**src/rtl/ilme_pkg.sv**
```systemverilog
`timescale 1ns / 1ps
package ilme_pkg;

    localparam int MAX_SIDE = 64;
    localparam int COORD_W  = $clog2(MAX_SIDE);
    localparam int SIDE_W   = COORD_W + 1;
    localparam int ADDR_W   = 2 * COORD_W;
    localparam int DEPTH    = MAX_SIDE * MAX_SIDE;
    localparam int CFG_W    = 32;
    localparam int IDX_W    = 3;

    localparam logic [1:0] CMD_RESEED    = 2'd0;
    localparam logic [1:0] CMD_RANDOMIZE = 2'd1;
    localparam logic [1:0] CMD_SWEEP     = 2'd2;
    localparam logic [1:0] CMD_READ      = 2'd3;

    localparam logic [IDX_W-1:0] CFG_SIDE  = 3'd0;
    localparam logic [IDX_W-1:0] CFG_THR4  = 3'd1;
    localparam logic [IDX_W-1:0] CFG_THR8  = 3'd2;
    localparam logic [IDX_W-1:0] CFG_SEED0 = 3'd3;
    localparam logic [IDX_W-1:0] CFG_SEED1 = 3'd4;
    localparam logic [IDX_W-1:0] CFG_SEED2 = 3'd5;
    localparam logic [IDX_W-1:0] CFG_SEED3 = 3'd6;

    localparam logic [SIDE_W-1:0] SIDE_RST  = 7'd16;
    localparam logic [31:0]       THR4_RST  = 32'd2605029347;
    localparam logic [31:0]       THR8_RST  = 32'd1580030168;
    localparam logic [31:0]       SEED0_RST = 32'd123456789;
    localparam logic [31:0]       SEED1_RST = 32'd362436069;
    localparam logic [31:0]       SEED2_RST = 32'd521288629;
    localparam logic [31:0]       SEED3_RST = 32'd88675123;

    localparam logic [2:0] PHASE_LAST = 3'd5;

    typedef enum logic [2:0] {
        S_IDLE,
        S_RAND,
        S_SWEEP,
        S_ENERGY,
        S_RDA,
        S_RDB,
        S_DONE
    } t_state;

    typedef struct packed {
        logic start;
        logic reseed;
        logic rand_wr;
        logic site_run;
        logic sw_act;
        logic en_act;
        logic clr_site;
        logic rd_issue;
        logic rd_capture;
        logic out_load;
    } t_ctrl;

    typedef struct packed {
        logic last_site;
        logic phase_last;
    } t_stat;

endpackage

```
**src/rtl/ilme_ctrl.sv**
```systemverilog
`timescale 1ns / 1ps
module ilme_ctrl (
    input  logic             i_clk,
    input  logic             i_rst_n,
    input  logic             i_valid,
    input  logic [1:0]       i_command,
    input  logic             i_stall,
    input  ilme_pkg::t_stat  i_stat,
    output logic             o_stall,
    output logic             o_valid,
    output ilme_pkg::t_ctrl  o_ctrl
);
    ilme_pkg::t_state r_state, n_state;
    logic r_valid, n_valid;

    always_ff @(posedge i_clk) begin
        if (!i_rst_n) begin
            r_state <= ilme_pkg::S_IDLE;
            r_valid <= 1'b0;
        end else begin
            r_state <= n_state;
            r_valid <= n_valid;
        end
    end

    always_comb begin
        n_state = r_state;
        unique case (r_state)
            ilme_pkg::S_IDLE: begin
                if (i_valid) begin
                    unique case (i_command)
                        ilme_pkg::CMD_RESEED:    n_state = ilme_pkg::S_DONE;
                        ilme_pkg::CMD_RANDOMIZE: n_state = ilme_pkg::S_RAND;
                        ilme_pkg::CMD_SWEEP:     n_state = ilme_pkg::S_SWEEP;
                        default:                 n_state = ilme_pkg::S_RDA;
                    endcase
                end
            end
            ilme_pkg::S_RAND: begin
                if (i_stat.last_site) n_state = ilme_pkg::S_DONE;
            end
            ilme_pkg::S_SWEEP: begin
                if (i_stat.phase_last && i_stat.last_site) n_state = ilme_pkg::S_ENERGY;
            end
            ilme_pkg::S_ENERGY: begin
                if (i_stat.phase_last && i_stat.last_site) n_state = ilme_pkg::S_DONE;
            end
            ilme_pkg::S_RDA: n_state = ilme_pkg::S_RDB;
            ilme_pkg::S_RDB: n_state = ilme_pkg::S_DONE;
            ilme_pkg::S_DONE: begin
                if (!r_valid || !i_stall) n_state = ilme_pkg::S_IDLE;
            end
            default: n_state = ilme_pkg::S_IDLE;
        endcase
    end

    always_comb begin
        o_ctrl  = '0;
        o_stall = 1'b1;
        unique case (r_state)
            ilme_pkg::S_IDLE: begin
                o_stall      = 1'b0;
                o_ctrl.start = i_valid;
                o_ctrl.reseed = i_valid && (i_command == ilme_pkg::CMD_RESEED);
            end
            ilme_pkg::S_RAND: o_ctrl.rand_wr = 1'b1;
            ilme_pkg::S_SWEEP: begin
                o_ctrl.site_run = 1'b1;
                o_ctrl.sw_act   = i_stat.phase_last;
                o_ctrl.clr_site = i_stat.phase_last && i_stat.last_site;
            end
            ilme_pkg::S_ENERGY: begin
                o_ctrl.site_run = 1'b1;
                o_ctrl.en_act   = i_stat.phase_last;
            end
            ilme_pkg::S_RDA: o_ctrl.rd_issue = 1'b1;
            ilme_pkg::S_RDB: o_ctrl.rd_capture = 1'b1;
            ilme_pkg::S_DONE: o_ctrl.out_load = !r_valid || !i_stall;
            default: o_stall = 1'b1;
        endcase
    end

    always_comb begin
        n_valid = r_valid;
        if (r_valid && !i_stall) n_valid = 1'b0;
        if (o_ctrl.out_load) n_valid = 1'b1;
    end

    assign o_valid = r_valid;
endmodule

```
**config.mk**
```make
export PLATFORM = sky130hd
export DESIGN_NAME = ilme_ctrl
export DESIGN_NICKNAME = d
export VERILOG_FILES = /design/src/rtl/ilme_pkg.sv /design/src/rtl/ilme_ctrl.sv
export SDC_FILE = /design/constraint.sdc
export NUM_CORES = 1
export LEC_CHECK = 0
export BUFFER_PORTS_ARGS = -buffer_cell sky130_fd_sc_hd__buf_2
export CORE_AREA = 2 2 39 41
export CTS_CLUSTER_SIZE = 12
export DETAILED_ROUTE_END_ITERATION = 10
export DIE_AREA = 0 0 41 43
export PLACE_DENSITY = 0.54
export RECOVER_POWER = 25
export REMOVE_ABC_BUFFERS = 1
export SLEW_MARGIN = 20
export SYNTH_ARGS = -nofsm -noshare
export SYNTH_HDL_FRONTEND = slang
export SYNTH_SLANG_ARGS = --single-unit
```
**constraint.sdc**
```tcl
create_clock -name i_clk -period 1.5 [get_ports i_clk]
set_input_delay 0.075 -clock i_clk [delete_from_list [all_inputs] [get_ports i_clk]]
set_output_delay 0.075 -clock i_clk [all_outputs]
set_load 0.01 [all_outputs]
```
* After elaboration in Yosys (flattened, before gate mapping)
Index checks and enable logic that the tools add are counted.
Operators by class: $add $sub $neg 0, multipliers 0, div/mod/pow operators 0, $lt $le $gt $ge 0, eq/ne operators 13, shift operators 0, muxes and demuxes 19, bitwise logic cells 0, reduce and logical (&&, ||, !) cells 11
Operators with widths (count):
- $pmux 3 s7 | 1
- $mux 3 | 5
- $mux 1 | 11
- $ne 2x2->1 const B | 5
- $eq 3x3->1 const B | 3
- $pmux 3 s3 | 1
- $eq 3x2->1 const B | 2
- $reduce_and 5->1 | 1
- $eq 3x1->1 const B | 1
- $logic_and 1x1->1 | 3
- $logic_not 3->1 | 1
- $eq 2x1->1 const B | 1
- $eq 2x2->1 const B | 1
- $logic_not 1->1 | 2
- $logic_not 2->1 | 1
- $mux 2 | 1
- $reduce_bool 2->1 | 1
- $reduce_or 2->1 | 1
- $logic_or 1x1->1 | 1
Storage, ports and cells: flip-flop bits (word level) 4, latch bits 0, memory bits (writable) 0, ROM bits 0, input bits 8, output and inout port bits 12, memories kept 0

* Logic depth before layout (Yosys ltp)
depth in word-level cells 4, mapped depth 5

* Least setup slack after synthesis
No wires, ideal clock.
kind register to output, from reg r_state[2], to out o_ctrl[8] (netlist bit), data arrival time 1.200 ns, data required time 1.425 ns, slack 0.225 ns, cell stages (with the launch flop) 5, buffers on the path 1, cells stage by stage dfxtp_1 -> buf_6 -> or3_1 -> nor2_1 -> and2_1
RTL lines:
- start: declaration | line ilme_ctrl.sv:13 | ilme_pkg::t_state r_state, n_state;
- start signal: assignment | line ilme_ctrl.sv:18 | r_state <= ilme_pkg::S_IDLE;
- start signal: assignment | line ilme_ctrl.sv:21 | r_state <= n_state;
- end: declaration | line ilme_ctrl.sv:11 | output ilme_pkg::t_ctrl o_ctrl

==> out/results.txt <==
The run finished with clean final reports. The worst path needs 1.42 ns of the cycle, external delays included. Walking the worst path, the cells encountered are or3_4 -> nor2_2 -> and2_1 -> buf_2. In this run the power density over the cells is 1190 nW/um^2. The most common library cell in the layout ignoring fill and taps is sky130_fd_sc_hd__buf_2.

STA classifies the critical path startpoint as a flop. The overall overflow remaining after global route came out at 0. The final route contains 388 vias.

Once detail routing completed, the nets flagged for antenna violations numbered 0. For this run, the leading register cell type out of synthesis is sky130_fd_sc_hd__dfxtp_1. The run gives 0.337 as the register share of total power. Across the routed clock network, the largest skew measured is 0.000884 ns. The final layout net count was 78; the H-tree level count was 1. Buffers placed on the I/O ports in this run total 19. The run gives 0.798 as the headroom to the max-slew limit.

In the synthesized netlist, the number of instances is 46. The tools report the total core area as 1380 sq um. The final count of negative-setup-slack endpoints is 0, and the number of antenna violations at the first check in global routing is 0. The total of hold buffers inserted after clock tree synthesis is 0, and the width of the die is 41 microns.

Data on the critical path arrives at its endpoint at 1.35 ns. Clock transition at the register clock pins on the worst setup and hold paths after CTS: 0.04 ns. Dividing the detail-routed wire length by the instance count gives 9.99 microns.

For the number of search-and-repair iterations in the first detailed-routing pass, the log shows 2. The cell family contributing the most delay on the critical path is simple AND/OR/NAND/NOR gates. The switching power was 0.214 mW; the fraction of the cycle the final worst path needs was 0.949.

The die is 43 microns tall. Derived from the worst setup path, the maximum achievable clock frequency is 0.702 GHz. For this block, the routed nets add up to 809 microns of wire. The Yosys step of the flow raised 0 warnings.

The number of maximum-capacitance violations was 0. For the worst-skew pair, the clock arrives at the later sink with an insertion delay of 0.23 ns. The critical path in this run is classified as flop to primary output. The tightest hold path in the finished design has a slack of 0.0928 ns.

Antenna diode count: 0. The area growth from synthesis to layout is 35.4%. The effective utilization at floorplan is 0.253, and the share of synthesized flip-flops with an asynchronous set or reset is 0. The completed layout was analyzed and its total power is 0.562 mW. The detailed-route vias per instance came out at 4.79. The die covers 1760 sq um.

The logs give 0.238 for the part of the power in the clock network and 24 for the number of distinct library cells after synthesis. At the pin with the least slew margin, the transition time is 0.299 ns. The cell-internal power is 0.348 mW, and the number of clock sinks is 4.

The largest net degree at the start of global routing was 13. The worst-case IR drop observed on VDD is 0.367 mV. For the setup slack of the most critical reg-to-reg path, the log shows 0.36 ns. The fraction of final layout cells sized beyond drive strength 1 was 0.415; the HPWL after detailed placement was 629 microns. Setup repair after global routing left no endpoint under its margin. 20 I/O pins were placed. The post-CTS setup-driven buffer insertion count was 0; the final setup TNS was 0 ns. Counting flops with a built-in enable in the synthesized netlist gives 0. The analysis attributes to cell leakage a power of 0.260 nW. The run gives 0.425 as the relative contribution of combinational cells to total power. The CTS root buffer is sky130_fd_sc_hd__clkbuf_4.

The proportion of total power due to net switching works out to 0.381. The largest individual stage delay along the critical path comes from the cell sky130_fd_sc_hd__or3_4. The tools report the remaining design rule violation count as 0. After synthesis, the mean cell area works out to 7.62 sq um. The congestion estimate from routability-driven global placement came to 0.709. The sequential element share of the synthesized area was 0.229.

For the maximum number of buffers from clock root to sink, the log shows 2. The number of max-slew violations in the final report is 0, and the largest stage delay on the critical path is 0.39 ns. The total global routing track utilization is 0.111, and the biggest fanout along the worst timing path is 12.

The tools report the sort of element at the end of the critical path as a primary output. The synthesized netlist occupies a cell area of 350 sq um. Worst path buffer plus inverter count: 1. TritonCTS created 3 clock buffers.

The number of hold-slack violations in the final timing report was 0. The violation count after the first detailed-route iteration is 1. The library cells used most frequently in the layout, excluding fill and tap cells, are sky130_fd_sc_hd__buf_2 (18), sky130_fd_sc_hd__inv_1 (5), sky130_fd_sc_hd__nand2_1 (4), sky130_fd_sc_hd__and3_1 (4). In this run the core area contains 14 standard-cell rows. The synthesized design contains 4 register bits. TritonCTS built the clock tree. The required time of the critical path was 1.42 ns. The tightest min-delay check is of the input pin to flop type. The number of global-route vias before repair is 342, and the global-route wire length before repair is 1.35 mm.
==> kinds of logic after synthesis <==
family | count (synthesis) | share of synthesized area
buffers and inverters | 8 | 0.121
AND/OR/NAND/NOR | 22 | 0.371
AO/OA/AOI/OAI | 9 | 0.171
adder cells (fa/ha/maj) | 3 | 0.107
flip-flops | 4 | 0.229
==> sequential cells by signal, indices dropped and copies added, names as in the netlist <==
signal   flops
o_valid      1
r_state      3
==> Yosys cell counts (2+ instances only) <==
cell type / instances / share of area
sky130_fd_sc_hd__nor2_1: 3 / 0.032
sky130_fd_sc_hd__o21ai_0: 3 / 0.043
sky130_fd_sc_hd__a211oi_1: 2 / 0.043
sky130_fd_sc_hd__and2_1: 3 / 0.054
sky130_fd_sc_hd__ha_1: 3 / 0.11
sky130_fd_sc_hd__inv_1: 5 / 0.054
sky130_fd_sc_hd__dfxtp_1: 4 / 0.23
sky130_fd_sc_hd__nand2_1: 4 / 0.043
sky130_fd_sc_hd__and3_1: 4 / 0.071
==> timing repair <==
action | in CTS | in global routing
resized for setup | 1 | 4
pin swaps | 0 | 1
setup endpoints to repair | 1 | 2
hold endpoints to repair | 0 | 0
==> routing by layer <==
layer / track usage / vias up / wire length, microns
met2: 0.169 / 13 / 390
met5: 0 / - / 0
met3: 0.0471 / 0 / 56
li1: - / 198 / -
met1: 0.125 / 177 / 362
met4: 0.0600 / 0 / 0
==> final timing paths <==
kind              start    endpoint  cells past startpoint
max          r_state[0]   o_ctrl[8]                      4
min             i_rst_n     o_valid                      2
max reg2reg  r_state[0]  r_state[1]                      2
min reg2reg  r_state[1]  r_state[1]                      2
==> cell type report <==
type                            count  area [sq um]
Clock buffer                        3          22.5
Fill cell                         165           910
Inverter                            5          18.8
Multi-Input combinational cell     34           235
Sequential cell                     4          83.8
Tap cell                           16          20.0
Timing Repair Buffer               19          93.8
==> stage by stage <==
stage	setup slack (ns)	utilization	std cells	instance area, sq um
final	0.0764	0.343	81	474
after global placement	0.266	0.319	78	442
after global routing	0.00468	0.343	81	474
after detailed placement	0.263	0.319	78	442
after floorplan	0.228	-	43	327
after CTS	0.0119	0.336	81	465
==> power groups by stage <==
stage	combinational, mW	sequential [mW]	clock, mW
after global placement	0.226	0.183	0
after CTS	0.227	0.184	0.138
after global routing	0.273	0.196	0.149
after detailed placement	0.226	0.184	0
after floorplan	0.145	0.168	0
final	0.239	0.189	0.134
No activity file was read; power rests on OpenSTA's default activity.
